$ cat config.mk
export PLATFORM = sky130hd
export DESIGN_NAME = hex_text_to_bytes_parser
export DESIGN_NICKNAME = d
export VERILOG_FILES = /design/src/rtl/hexp_pkg.sv /design/src/rtl/hexp_front.sv /design/src/rtl/hexp_queue.sv /design/src/rtl/hexp_back.sv /design/src/rtl/hex_text_to_bytes_parser.sv
export SDC_FILE = /design/constraint.sdc
export NUM_CORES = 1
export LEC_CHECK = 0
export ABC_AREA = 1
export BUFFER_PORTS_ARGS = -buffer_cell sky130_fd_sc_hd__buf_2
export CAP_MARGIN = 40
export CORE_MARGIN = 1.5
export CORE_UTILIZATION = 57
export DETAILED_ROUTE_END_ITERATION = 7
export PLACE_DENSITY = 0.8
export SETUP_SLACK_MARGIN = 0.5
export SLEW_MARGIN = 20
export SYNTH_ARGS = -nofsm -noshare
export SYNTH_HDL_FRONTEND = slang
export SYNTH_HIERARCHICAL = 1
export SYNTH_SLANG_ARGS = --single-unit
$ cat constraint.sdc
create_clock -name clock -period 3.3 [get_ports clock]
set_input_delay 0.165 -clock clock [delete_from_list [all_inputs] [get_ports clock]]
set_output_delay 0.165 -clock clock [all_outputs]
set_load 0.01 [all_outputs]
$ cat src/rtl/hexp_pkg.sv
// ----------------------------------------------------------------------------
// hexp_pkg
// Shared types and codes for the hex text to bytes parser.
// ----------------------------------------------------------------------------
package hexp_pkg;

   localparam int COUNT_WIDTH_DEFAULT = 16;
   localparam int QUEUE_DEPTH         = 4;
   localparam int QPTR_W              = $clog2(QUEUE_DEPTH);

   localparam int CSR_ADDR_W = 3;
   localparam int CSR_DATA_W = 32;
   localparam logic CSR_IDX_CAPACITY = 1'b0;
   localparam logic [15:0] CAPACITY_RESET = 16'd256;

   // word function codes
   localparam logic [1:0] FUNC_CHAR      = 2'd0;
   localparam logic [1:0] FUNC_END_ARG   = 2'd1;
   localparam logic [1:0] FUNC_END_INPUT = 2'd2;

   // sticky error codes
   localparam logic [1:0] ERR_NONE     = 2'd0;
   localparam logic [1:0] ERR_BADCHAR  = 2'd1;
   localparam logic [1:0] ERR_ODD      = 2'd2;
   localparam logic [1:0] ERR_OVERFLOW = 2'd3;

   localparam logic [2:0] STATUS_RUNNING = 3'd0;
   localparam logic [2:0] STATUS_DONE    = 3'd4;

   typedef struct packed {
      logic [1:0] func;
      logic [7:0] ch;
   } hexp_req_type;

   typedef struct packed {
      logic        byte_valid;
      logic [7:0]  out_byte;
      logic [2:0]  status;
      logic [15:0] byte_count;
   } hexp_rsp_type;

   // classified word between front and back
   typedef struct packed {
      logic [1:0] func;
      logic       is_hex;
      logic       is_sep;
      logic       is_zero;
      logic       is_x;
      logic [3:0] nibble;
   } hexp_entry_type;

   typedef struct packed {
      logic full;
      logic empty;
   } hexp_qstat_type;

endpackage

$ cat src/rtl/hexp_front.sv
// ----------------------------------------------------------------------------
// hexp_front
// Accepts input words and classifies each character for the back end.
// ----------------------------------------------------------------------------
module hexp_front
   import hexp_pkg::*;
(
   input  logic           push,
   output logic           full,
   input  hexp_req_type   req_data,
   input  hexp_qstat_type q_stat,
   output logic           q_push,
   output hexp_entry_type q_entry
);

   localparam logic [7:0] CH_0     = 8'h30;
   localparam logic [7:0] CH_9     = 8'h39;
   localparam logic [7:0] CH_LA    = 8'h61;
   localparam logic [7:0] CH_LF    = 8'h66;
   localparam logic [7:0] CH_UA    = 8'h41;
   localparam logic [7:0] CH_UF    = 8'h46;
   localparam logic [7:0] CH_LX    = 8'h78;
   localparam logic [7:0] CH_UX    = 8'h58;
   localparam logic [7:0] CH_COLON = 8'h3a;
   localparam logic [7:0] CH_COMMA = 8'h2c;
   localparam logic [7:0] CH_DASH  = 8'h2d;
   localparam logic [7:0] CH_UNDER = 8'h5f;
   localparam logic [7:0] CH_SPACE = 8'h20;

   logic is_dec;
   logic is_alpha;
   logic [7:0] ch;

   assign ch       = req_data.ch;
   assign is_dec   = (ch >= CH_0) && (ch <= CH_9);
   assign is_alpha = ((ch >= CH_LA) && (ch <= CH_LF)) || ((ch >= CH_UA) && (ch <= CH_UF));

   assign full   = q_stat.full;
   assign q_push = push && !q_stat.full;

   always_comb begin
      q_entry.func    = req_data.func;
      q_entry.is_hex  = is_dec || is_alpha;
      q_entry.is_sep  = (ch == CH_COLON) || (ch == CH_COMMA) || (ch == CH_DASH) ||
                        (ch == CH_UNDER) || (ch == CH_SPACE);
      q_entry.is_zero = (ch == CH_0);
      q_entry.is_x    = (ch == CH_LX) || (ch == CH_UX);
      // letters a-f and A-F share low bits 1..6
      q_entry.nibble  = is_dec ? ch[3:0] : (ch[3:0] + 4'd9);
   end

endmodule

$ cat src/rtl/hexp_queue.sv
// ----------------------------------------------------------------------------
// hexp_queue
// Short register queue of classified words between front and back.
// ----------------------------------------------------------------------------
module hexp_queue
   import hexp_pkg::*;
(
   input  logic           clock,
   input  logic           reset,
   input  logic           q_push,
   input  hexp_entry_type q_entry,
   input  logic           q_pop,
   output hexp_entry_type q_head,
   output hexp_qstat_type q_stat
);

   hexp_entry_type          slot_ff [QUEUE_DEPTH];
   logic [QPTR_W-1:0]       wr_ptr_ff, wr_ptr_in;
   logic [QPTR_W-1:0]       rd_ptr_ff, rd_ptr_in;
   logic [QPTR_W:0]         count_ff, count_in;

   always_comb begin
      wr_ptr_in = q_push ? wr_ptr_ff + 1'b1 : wr_ptr_ff;
      rd_ptr_in = q_pop  ? rd_ptr_ff + 1'b1 : rd_ptr_ff;
      count_in  = count_ff + (QPTR_W+1)'(q_push) - (QPTR_W+1)'(q_pop);
   end

   always_ff @(posedge clock) begin
      if (reset) begin
         wr_ptr_ff <= '0;
         rd_ptr_ff <= '0;
         count_ff  <= '0;
      end else begin
         wr_ptr_ff <= wr_ptr_in;
         rd_ptr_ff <= rd_ptr_in;
         count_ff  <= count_in;
      end
   end

   always_ff @(posedge clock) begin
      if (q_push) begin
         slot_ff[wr_ptr_ff] <= q_entry;
      end
   end

   assign q_head       = slot_ff[rd_ptr_ff];
   assign q_stat.full  = (count_ff == (QPTR_W+1)'(QUEUE_DEPTH));
   assign q_stat.empty = (count_ff == '0);

endmodule

$ cat src/rtl/hexp_back.sv
// ----------------------------------------------------------------------------
// hexp_back
// Parser state, byte assembly and the result register.
// ----------------------------------------------------------------------------
module hexp_back
   import hexp_pkg::*;
#(
   parameter int COUNT_WIDTH = COUNT_WIDTH_DEFAULT
)
(
   input  logic           clock,
   input  logic           reset,
   input  hexp_entry_type q_head,
   input  hexp_qstat_type q_stat,
   output logic           q_pop,
   input  logic [15:0]    capacity,
   output logic           empty,
   input  logic           pop,
   output hexp_rsp_type   rsp_data
);

   localparam int EXT_W = (COUNT_WIDTH > 16) ? COUNT_WIDTH : 16;

   logic [3:0]             held_ff, held_in;
   logic                   pend_ff, pend_in;
   logic [1:0]             pos_ff, pos_in;
   logic                   fwz_ff, fwz_in;
   logic [COUNT_WIDTH-1:0] cnt_ff, cnt_in;
   logic [1:0]             err_ff, err_in;
   logic                   out_valid_ff, out_valid_in;
   hexp_rsp_type           rsp_ff, rsp_in;

   logic                   fire;
   logic                   at_limit;
   logic                   handled;
   logic [EXT_W-1:0]       cnt_ext;

   localparam logic [1:0] POS_START  = 2'd0;
   localparam logic [1:0] POS_SECOND = 2'd1;
   localparam logic [1:0] POS_BEYOND = 2'd2;

   assign fire  = !q_stat.empty && (!out_valid_ff || pop);
   assign q_pop = fire;

   assign at_limit = (EXT_W'(cnt_ff) >= EXT_W'(capacity)) || (cnt_ff == '1);

   always_comb begin
      held_in = held_ff;
      pend_in = pend_ff;
      pos_in  = pos_ff;
      fwz_in  = fwz_ff;
      cnt_in  = cnt_ff;
      err_in  = err_ff;
      handled = 1'b0;
      rsp_in.byte_valid = 1'b0;
      rsp_in.out_byte   = '0;

      unique case (q_head.func)
         FUNC_CHAR: begin
            if (err_ff == ERR_NONE) begin
               unique case (pos_ff)
                  POS_START: begin
                     pos_in = POS_SECOND;
                     fwz_in = q_head.is_zero;
                  end
                  POS_SECOND: begin
                     pos_in = POS_BEYOND;
                     // 0x prefix: withdraw the tentative zero nibble
                     if (fwz_ff && q_head.is_x) begin
                        pend_in = 1'b0;
                        held_in = '0;
                        handled = 1'b1;
                     end
                  end
                  default: begin
                  end
               endcase
               if (!handled && !q_head.is_sep) begin
                  priority if (!q_head.is_hex) begin
                     err_in = ERR_BADCHAR;
                  end else if (!pend_ff) begin
                     held_in = q_head.nibble;
                     pend_in = 1'b1;
                  end else if (at_limit) begin
                     err_in = ERR_OVERFLOW;
                  end else begin
                     rsp_in.byte_valid = 1'b1;
                     rsp_in.out_byte   = {held_ff, q_head.nibble};
                     cnt_in  = cnt_ff + 1'b1;
                     pend_in = 1'b0;
                     held_in = '0;
                  end
               end
            end
         end
         FUNC_END_ARG, FUNC_END_INPUT: begin
            if (err_ff == ERR_NONE && pend_ff) begin
               err_in = ERR_ODD;
            end
            pend_in = 1'b0;
            held_in = '0;
            pos_in  = POS_START;
            fwz_in  = 1'b0;
         end
         default: begin
         end
      endcase

      cnt_ext = EXT_W'(cnt_in);
      if (q_head.func == FUNC_END_INPUT) begin
         if (err_in == ERR_NONE) begin
            rsp_in.status     = STATUS_DONE;
            rsp_in.byte_count = cnt_ext[15:0];
         end else begin
            rsp_in.status     = {1'b0, err_in};
            rsp_in.byte_count = '0;
         end
         cnt_in = '0;
         err_in = ERR_NONE;
      end else begin
         rsp_in.status     = {1'b0, err_in};
         rsp_in.byte_count = cnt_ext[15:0];
      end

      priority if (fire) begin
         out_valid_in = 1'b1;
      end else if (pop) begin
         out_valid_in = 1'b0;
      end else begin
         out_valid_in = out_valid_ff;
      end
   end

   always_ff @(posedge clock) begin
      if (reset) begin
         held_ff      <= '0;
         pend_ff      <= 1'b0;
         pos_ff       <= POS_START;
         fwz_ff       <= 1'b0;
         cnt_ff       <= '0;
         err_ff       <= ERR_NONE;
         out_valid_ff <= 1'b0;
      end else begin
         out_valid_ff <= out_valid_in;
         if (fire) begin
            held_ff <= held_in;
            pend_ff <= pend_in;
            pos_ff  <= pos_in;
            fwz_ff  <= fwz_in;
            cnt_ff  <= cnt_in;
            err_ff  <= err_in;
         end
      end
   end

   always_ff @(posedge clock) begin
      if (fire) begin
         rsp_ff <= rsp_in;
      end
   end

   assign empty    = !out_valid_ff;
   assign rsp_data = rsp_ff;

endmodule

$ cat src/rtl/hex_text_to_bytes_parser.sv
// ----------------------------------------------------------------------------
// hex_text_to_bytes_parser
// Streaming ASCII hex text to byte parser with a capacity register.
// ----------------------------------------------------------------------------
// a pushed word is written into the queue, then its result into the result register
// throughput: one word per cycle while results are popped, set by the back end state update
// a four-entry queue between classifier and back end absorbs result stalls
// reset (synchronous) empties the queue and result register, clears parser state
// and sets byte_capacity to 256
module hex_text_to_bytes_parser
   import hexp_pkg::*;
#(
   parameter int COUNT_WIDTH = COUNT_WIDTH_DEFAULT
)
(
   input  logic                  clock,
   input  logic                  reset,
   input  logic                  push,
   output logic                  full,
   input  hexp_req_type          req_data,
   output logic                  empty,
   input  logic                  pop,
   output hexp_rsp_type          rsp_data,
   input  logic                  psel,
   input  logic                  penable,
   input  logic                  pwrite,
   input  logic [CSR_ADDR_W-1:0] paddr,
   input  logic [CSR_DATA_W-1:0] pwdata,
   output logic [CSR_DATA_W-1:0] prdata,
   output logic                  pready
);

   logic           q_push;
   logic           q_pop;
   hexp_entry_type q_entry;
   hexp_entry_type q_head;
   hexp_qstat_type q_stat;
   logic [15:0]    capacity_ff, capacity_in;
   logic           csr_wr;

   assign pready = 1'b1;
   assign csr_wr = psel && penable && pwrite;

   always_comb begin
      capacity_in = capacity_ff;
      if (csr_wr && paddr[2] == CSR_IDX_CAPACITY) begin
         capacity_in = pwdata[15:0];
      end
   end

   always_ff @(posedge clock) begin
      if (reset) begin
         capacity_ff <= CAPACITY_RESET;
      end else begin
         capacity_ff <= capacity_in;
      end
   end

   assign prdata = (paddr[2] == CSR_IDX_CAPACITY) ? {16'd0, capacity_ff} : '0;

   hexp_front u_front (
      .push     (push),
      .full     (full),
      .req_data (req_data),
      .q_stat   (q_stat),
      .q_push   (q_push),
      .q_entry  (q_entry)
   );

   hexp_queue u_queue (
      .clock   (clock),
      .reset   (reset),
      .q_push  (q_push),
      .q_entry (q_entry),
      .q_pop   (q_pop),
      .q_head  (q_head),
      .q_stat  (q_stat)
   );

   hexp_back #(
      .COUNT_WIDTH (COUNT_WIDTH)
   ) u_back (
      .clock    (clock),
      .reset    (reset),
      .q_head   (q_head),
      .q_stat   (q_stat),
      .q_pop    (q_pop),
      .capacity (capacity_ff),
      .empty    (empty),
      .pop      (pop),
      .rsp_data (rsp_data)
   );

   // a completed byte never rides with an error or done status
   a_byte_running: assert property (@(posedge clock) disable iff (reset)
      (!empty && rsp_data.byte_valid) |-> (rsp_data.status == STATUS_RUNNING))
      else $error("byte emitted with non-running status");

   // a byte just emitted means the count is nonzero
   a_byte_count: assert property (@(posedge clock) disable iff (reset)
      (!empty && rsp_data.byte_valid) |-> (rsp_data.byte_count != 16'd0))
      else $error("byte emitted with zero count");

   // back end only drains a non-empty queue
   a_pop_nonempty: assert property (@(posedge clock) disable iff (reset)
      q_pop |-> !q_stat.empty)
      else $error("queue popped while empty");

   // reset leaves both sides empty
   a_reset_empty: assert property (@(posedge clock)
      reset |=> (empty && !full))
      else $error("not empty after reset");

endmodule

==> results of run 1 <==
==> state kept, by name, indices dropped and copies added, names as in the netlist, 3 cells and up, named ones only <==
signal and cells:
u_queue/count_ff 3, u_queue/slot_ff 40, u_back/rsp_data 28, u_back/held_ff 4
capacity_ff 16, u_back/cnt_ff 16
==> cell families (layout without fill, tap and decap cells) <==
logic type / after synthesis / after routing
AND/OR/NAND/NOR: 356 / 356
buffers and inverters: 199 / 277
flip-flops: 120 / 120
AO/OA/AOI/OAI: 116 / 116
adder cells (fa/ha/maj): 32 / 32
XOR/XNOR: 7 / 7
other: 2 / 17
==> worst paths after layout <==
path / from / to / slack (ns) / cells past startpoint
worst max-delay path: register / u_back/rsp_data[1] / 0.76 / 13
worst min register to register: u_back/fwz_ff / u_back/fwz_ff / 0.44 / 2
worst min-delay path: pop / u_back/out_valid_ff / 0.04 / 4
worst max register to register: register / u_back/rsp_data[1] / 0.76 / 13
==> cell usage after synthesis (all sizes together) <==
library cell and n:
nand3 47, a21boi 4, clkinv 1, a21oi 68, buf 35, a31oi 1, nand4 9, xor2 6
nand2 175, o21ai 24, a21o 2, nand3b 2, a31o 1, ha 31, clkbuf 7, fa 1
o211ai 12, edfxtp 68, dfxtp 52, xnor2 1, nor2 109, nor3b 2, nor4 1, o21bai 1
conb 2, inv 156, or2 6, o21a 1, nor3 5, a211oi 2
==> tightest hold or removal path, stage by stage <==
cell     delay (ns)
buf_2          0.07
inv_1          0.06
nand2_1        0.06
a21oi_1        0.05
==> cell type report <==
type	count	area [um^2]	area share
Inverter	157	591	0.0751
Timing Repair Buffer	88	474	0.0603
Multi-Input combinational cell	528	2950	0.376
Sequential cell	120	3080	0.392
Clock buffer	21	460	0.0586
Clock inverter	11	123	0.0156
Tap cell	143	179	0.0228
==> power groups by stage <==
stage | logic [mW] | registers [mW] | clock network [mW]
2_1_floorplan | 1.37 | 2.16 | 0
3_3_place_gp | 1.81 | 2.08 | 0
3_5_place_dp | 1.85 | 2.08 | 0
4_1_cts | 1.86 | 2.06 | 1.82
5_1_grt | 2.11 | 2.09 | 1.89
6_report | 1.88 | 2.06 | 1.79
==> metrics by stage <==
stage | util | worst slack (ns) | hold WS, ns
floorplan | - | 0.571 | 0.232
global placement | 0.626 | 0.769 | 0.394
detailed placement | 0.626 | 0.681 | 0.395
CTS | 0.679 | 0.669 | 0.0272
global route | 0.680 | 0.535 | 0.0696
finish | 0.680 | 0.763 | 0.0431
==> routing by layer <==
metal,GRT usage,vias to the layer above,routed length (um)
met2,0.327,148,5840
met4,0.0895,0,286
met5,0,-,0
met3,0.0573,22,624
met1,0.287,2347,6120
li1,-,2773,-
==> repair_timing <==
| action | CTS | global route |
|---|---|---|
| resized for setup | 0 | 3 |
| endpoints found under the hold margin | 9 | 0 |
| hold buffers | 3 | 0 |
| endpoints found under the setup margin | 0 | 8 |
==> reports/metrics.csv, run 1 <==
stage,metric,value,unit
outcome,status,"complete, no violations",
timing,final_max_slew_viol_count,0,
layout,fillers,915,
layout,drive_gt1_frac,0.218,
synthesis,yosys.area.top_type,edfxtp_1,
synthesis,yosys.area_share.simple,0.246,
synthesis,synth_area_per_cell,8.25,um^2
power_and_ir_drop,clkPwrFrac,0.313,
timing,rsz0062_at_grt,false,
synthesis,netlist.area_leader.share,0.297,
timing,max_freq,0.394,GHz
grt,grt_use_total,0.213,
power_and_ir_drop,comb_power_share,0.328,
detailed_routing,avgViaCountPerCell,4.95,
synthesis,synth_top_family_by_area,simple AND/OR/NAND/NOR gates,
clock_network,post_cts_buffers,0,
setup_path,cp-start-kind,register,
timing,setup_viol,0,
setup_path,cp_top_family,simple AND/OR/NAND/NOR gates,
layout,fin_cells,1068,
layout,final_common_cell,nand2_1,
synthesis,synth-compound-area-share,0.104,
timing,fin_setup_tns,0,ns
synthesis,synthCells,832,
synthesis,muxShareOfSynthArea,0,
placement,portBuffers,79,
synthesis,ys_warn_count,6,
layout,n_antenna_cell,0,
floorplanning,start_util,0.594,
timing,hold_viol_final,0,
timing,clock_skew,0.00561,ns
setup_path,slowest_stage,dfxtp_1,
hold_path,hold_class,in -> reg,
setup_path,crit_chain,buf_4 -> o211ai_1 -> nand2_1 -> inv_1 -> ha_1 -> inv_2 -> nor2_2 -> inv_2 -> nor2_2 -> nand2_2 -> or2_4 -> nand2_1 -> a21oi_1,
timing,min_period_over_period,0.769,
detailed_routing,drtPass1Iterations,7,
detailed_routing,wirelength,12.9,mm
power_and_ir_drop,netSwitchingFraction,0.361,
layout,area_delta_synth_final,14.5,%
layout,post-route-cell-area,7860,um^2
detailed_routing,via_count,5290,
synthesis,ys_seq_area_frac,0.449,
job,drv_cap,0,
clock_network,cts.sinks,120,
timing,slew_headroom,0.456,
grt,antenna_found_initial,0,
clock_network,path_clk_slew,0.05,ns
grt,grt_max_degree,30,
clock_network,clockRootBuffer,clkbuf_16,
grt,gr-total-overflow,0,
floorplanning,dieArea,12700,um^2
setup_path,worst-path-max-fanout,18,
floorplanning,fp-row-count,39,
detailed_routing,drt_iter0_markers,227,
clock_network,cts_tree,yes,
synthesis,yosys-top-cells-area,"edfxtp_1 30%, dfxtp_1 15%, nand2_1 8.5%, inv_1 8.0%, ha_1 5.6%",
grt,grt_pass1_vias,4759,
placement,place_area,7240,um^2
layout,fin_nets,996,
setup_path,endpoint_kind,register,
setup_path,critPathMaxStageDelay,0.34,ns
placement,post-dp-hpwl,9.11,mm
power_and_ir_drop,p_total,5.73,mW
power_and_ir_drop,power_leakage,3.54,nW
synthesis,synth.distinct_cells,49,
layout,final_cell_mix,"156 x nand2_1, 147 x inv_1, 79 x buf_2, 77 x nor2_1, 68 x edfxtp_1",
clock_network,cts_buffer_depth,2,
clock_network,numCtsBuffers,17,
floorplanning,ios,115,
power_and_ir_drop,p_int,3.66,mW
setup_path,critPathBufInv,4,
timing,period_needed,2.54,ns
synthesis,synthAdderAreaFrac,0.0594,
floorplanning,die_y,113,um
clock_network,htree_levels,4,
timing,worstMarginPinSlew,0.816,ns
floorplanning,core_area,11600,um^2
setup_path,critPathRequiredTime,3.45,ns
synthesis,synth_seq_cells,120,
setup_path,path_class,reg -> reg,
power_and_ir_drop,ir_drop,0.000360,V
power_and_ir_drop,power_density,729,nW/um^2
grt,grt_first_pass_wirelength,21.5,mm
detailed_routing,route.detailed.drc,0,
setup_path,arrival,2.68,ns
synthesis,syn_area,6870,um^2
detailed_routing,routedWlPerCell,12.0,um
power_and_ir_drop,switchingPower,2.07,mW
detailed_routing,ant_nets,0,
placement,gp_congestion,0.895,
placement,placed_cells,1033,
floorplanning,die_w,113,um
clock_network,worstSkewPairLatency,0.41,ns
power_and_ir_drop,p_seq_frac,0.359,
synthesis,synth_xor_area_frac,0.00893,
(Power assumes the default switching activity.)
==> run 2: changes to the inputs <==
==> constraint.sdc (replaced) <==
create_clock -name clock -period 2.4 [get_ports clock]
set_input_delay 0.12 -clock clock [delete_from_list [all_inputs] [get_ports clock]]
set_output_delay 0.12 -clock clock [all_outputs]
set_load 0.01 [all_outputs]
==> run 2 against run 1 <==
The flow now finishes with violations (negative setup slack). Die area unchanged. Cell count increased by 5.4%. Final area increased by 13%. Worst hold slack lost 0.038 ns. Clock power increased by 39%. Global-route usage increased by 5.4 points. Largest cell class is now multi-input gates.
==> reports/metrics.csv, run 2 (same netlist as run 1, synthesis figures left out) <==
stage,metric,value,unit,change
clock_network,worstSkewPairLatency,0.42,ns,about the same
outcome,violations,negative setup slack,,
setup_path,critPathRequiredTime,2.57,ns,-0.88 ns
detailed_routing,drtPass1Iterations,5,,-2
floorplanning,core_area,11600,um^2,unchanged
timing,setup_viol,2,,+2
timing,worstMarginPinSlew,0.546,ns,-0.269 ns
detailed_routing,drt_iter0_markers,611,,+170%
grt,gr-total-overflow,0,,unchanged
setup_path,cp-start-kind,register,,
layout,fin_nets,1054,,+5.8%
timing,rsz0062_at_grt,true,,
layout,drive_gt1_frac,0.393,,+0.174
layout,post-route-cell-area,8910,um^2,+13%
layout,area_delta_synth_final,29.8,%,
power_and_ir_drop,power_leakage,3.95,nW,+12%
setup_path,crit_path_frequent_cell,nand2_1,,
grt,antenna_found_initial,0,,unchanged
hold_path,hold_class,in -> reg,,
setup_path,slowest_stage,dfxtp_2,,
placement,post-dp-hpwl,9.69,mm,+6.4%
setup_path,worst-path-max-fanout,3,,-15
detailed_routing,route.detailed.drc,0,,unchanged
timing,max_freq,0.411,GHz,+4.2%
timing,final_max_slew_viol_count,0,,unchanged
timing,fin_setup_tns,-0.0403,ns,-0.0403 ns
outcome,status,"complete, but fails checks",,
floorplanning,ios,115,,unchanged
timing,clock_skew,0.00668,ns,+0.00107 ns
floorplanning,start_util,0.594,,unchanged
layout,n_antenna_cell,0,,unchanged
layout,largest-register,u_queue/slot_ff,,
timing,slew_headroom,0.635,,+0.179
clock_network,cts_buffer_depth,2,,unchanged
detailed_routing,via_count,6189,,+17%
grt,grt_pass1_vias,5596,,+18%
placement,placed_cells,1046,,+1.3%
detailed_routing,avgViaCountPerCell,5.50,,+11%
grt,grt_first_pass_wirelength,26.6,mm,+24%
layout,fin_cells,1126,,+5.4%
setup_path,critPathBufInv,3,,-1
clock_network,path_clk_slew,0.06,ns,about the same
power_and_ir_drop,power_density,1020,nW/um^2,+40%
clock_network,cts_tree,yes,,
setup_path,cp_top_family,simple AND/OR/NAND/NOR gates,,
placement,portBuffers,79,,unchanged
setup_path,endpoint_kind,register,,
setup_path,path_class,reg -> reg,,
detailed_routing,routedWlPerCell,16.4,um,+36%
timing,period_needed,2.43,ns,-0.102 ns
clock_network,cts.sinks,120,,unchanged
grt,grt_max_degree,37,,+23%
clock_network,htree_levels,4,,unchanged
floorplanning,fp-row-count,39,,unchanged
setup_path,arrival,2.60,ns,-0.08 ns
grt,grt_use_total,0.267,,+0.0543
floorplanning,die_w,113,um,unchanged
clock_network,clockRootBuffer,clkbuf_16,,
layout,final_cell_mix,"134 x nand2_1, 129 x inv_1, 79 x buf_2, 71 x nor2_1, 68 x edfxtp_1",,
timing,min_period_over_period,1.01,,+0.246
floorplanning,die_y,113,um,unchanged
placement,gp_congestion,0.871,,-2.7%
timing,hold_viol_final,0,,unchanged
setup_path,critPathMaxStageDelay,0.34,ns,about the same
power_and_ir_drop,ir_drop,0.000731,V,+100%
setup_path,crit_chain,inv_2 -> ha_4 -> nand2_1 -> inv_2 -> nand2_1 -> nand2_1 -> nor2_2 -> nand2_1 -> nand2_2 -> nand3_4 -> buf_4 -> nor2_1 -> nand3_1 -> nand2_1 -> a21oi_2,,
detailed_routing,ant_nets,0,,unchanged
clock_network,numCtsBuffers,17,,unchanged
detailed_routing,wirelength,18.4,mm,+43%
placement,place_area,7470,um^2,+3.3%
layout,largest_register_ffs,40,,unchanged
timing,setup_ws,-0.0347,ns,-0.798 ns
floorplanning,dieArea,12700,um^2,unchanged
layout,fin_util,0.770,,+0.0906
job,drv_cap,0,,unchanged
layout,final_common_cell,nand2_1,,
-- run 2: power by group --
group	switching, mW	internal (mW)
clock network	1.02	1.47
registers	0.205	2.68
logic	2.37	1.36
-- run 2: worst min-delay path, stage by stage --
cell and delay (ns):
buf_2 0.07, inv_1 0.03, nand3_1 0.06, nand2_1 0.04, nor2_1 0.07
-- run 2: timing repair --
action                     CTS  global route
hold buffers                 5             0
buffers inserted            29            12
setup endpoints to repair   54            61
hold endpoints to repair    12             0
pin swaps                   41            27
gates cloned                 2             0
resized for setup           84            43
-- run 2: per-stage QoR --
| step | hold slack [ns] | power (mW) | setup slack [ns] |
|---|---|---|---|
| 3_3_place_gp | 0.346 | 5.59 | 0.137 |
| 5_1_grt | 0.0173 | 9.51 | -0.0827 |
| 6_report | 0.00516 | 9.10 | -0.0347 |
| 2_1_floorplan | 0.177 | 5.05 | 0.140 |
| 3_5_place_dp | 0.350 | 5.66 | 0.0722 |
| 4_1_cts | 0.0107 | 8.71 | 0.192 |
-- run 2: final cells by class --
type,count,area [um^2]
repair buffers,145,947
clock buffers,18,439
clock inverters,14,140
flip-flops and latches,120,3140
well taps,143,179
inverters,157,598
multi-input cells,529,3460
fillers,705,2660
-- run 2: worst paths after layout --
check	endpoint	depth (start not counted)	slack (ns)	from
worst max register to register	u_back/rsp_data[8]	15	-0.03	capacity_ff[7]
worst min-delay path	capacity_ff[11]	5	0.005	pwdata[11]
worst min register to register	u_back/held_ff[2]	2	0.47	u_back/held_ff[2]
worst max-delay path	u_back/rsp_data[8]	15	-0.03	capacity_ff[7]
-- run 2: layer usage --
metal / GRT usage / up-vias / routed length, um
li1: - / 2891 / -
met1: 0.314 / 2852 / 7120
met2: 0.474 / 359 / 9140
met3: 0.0536 / 87 / 1360
met4: 0.120 / 0 / 793
met5: 0 / - / 0
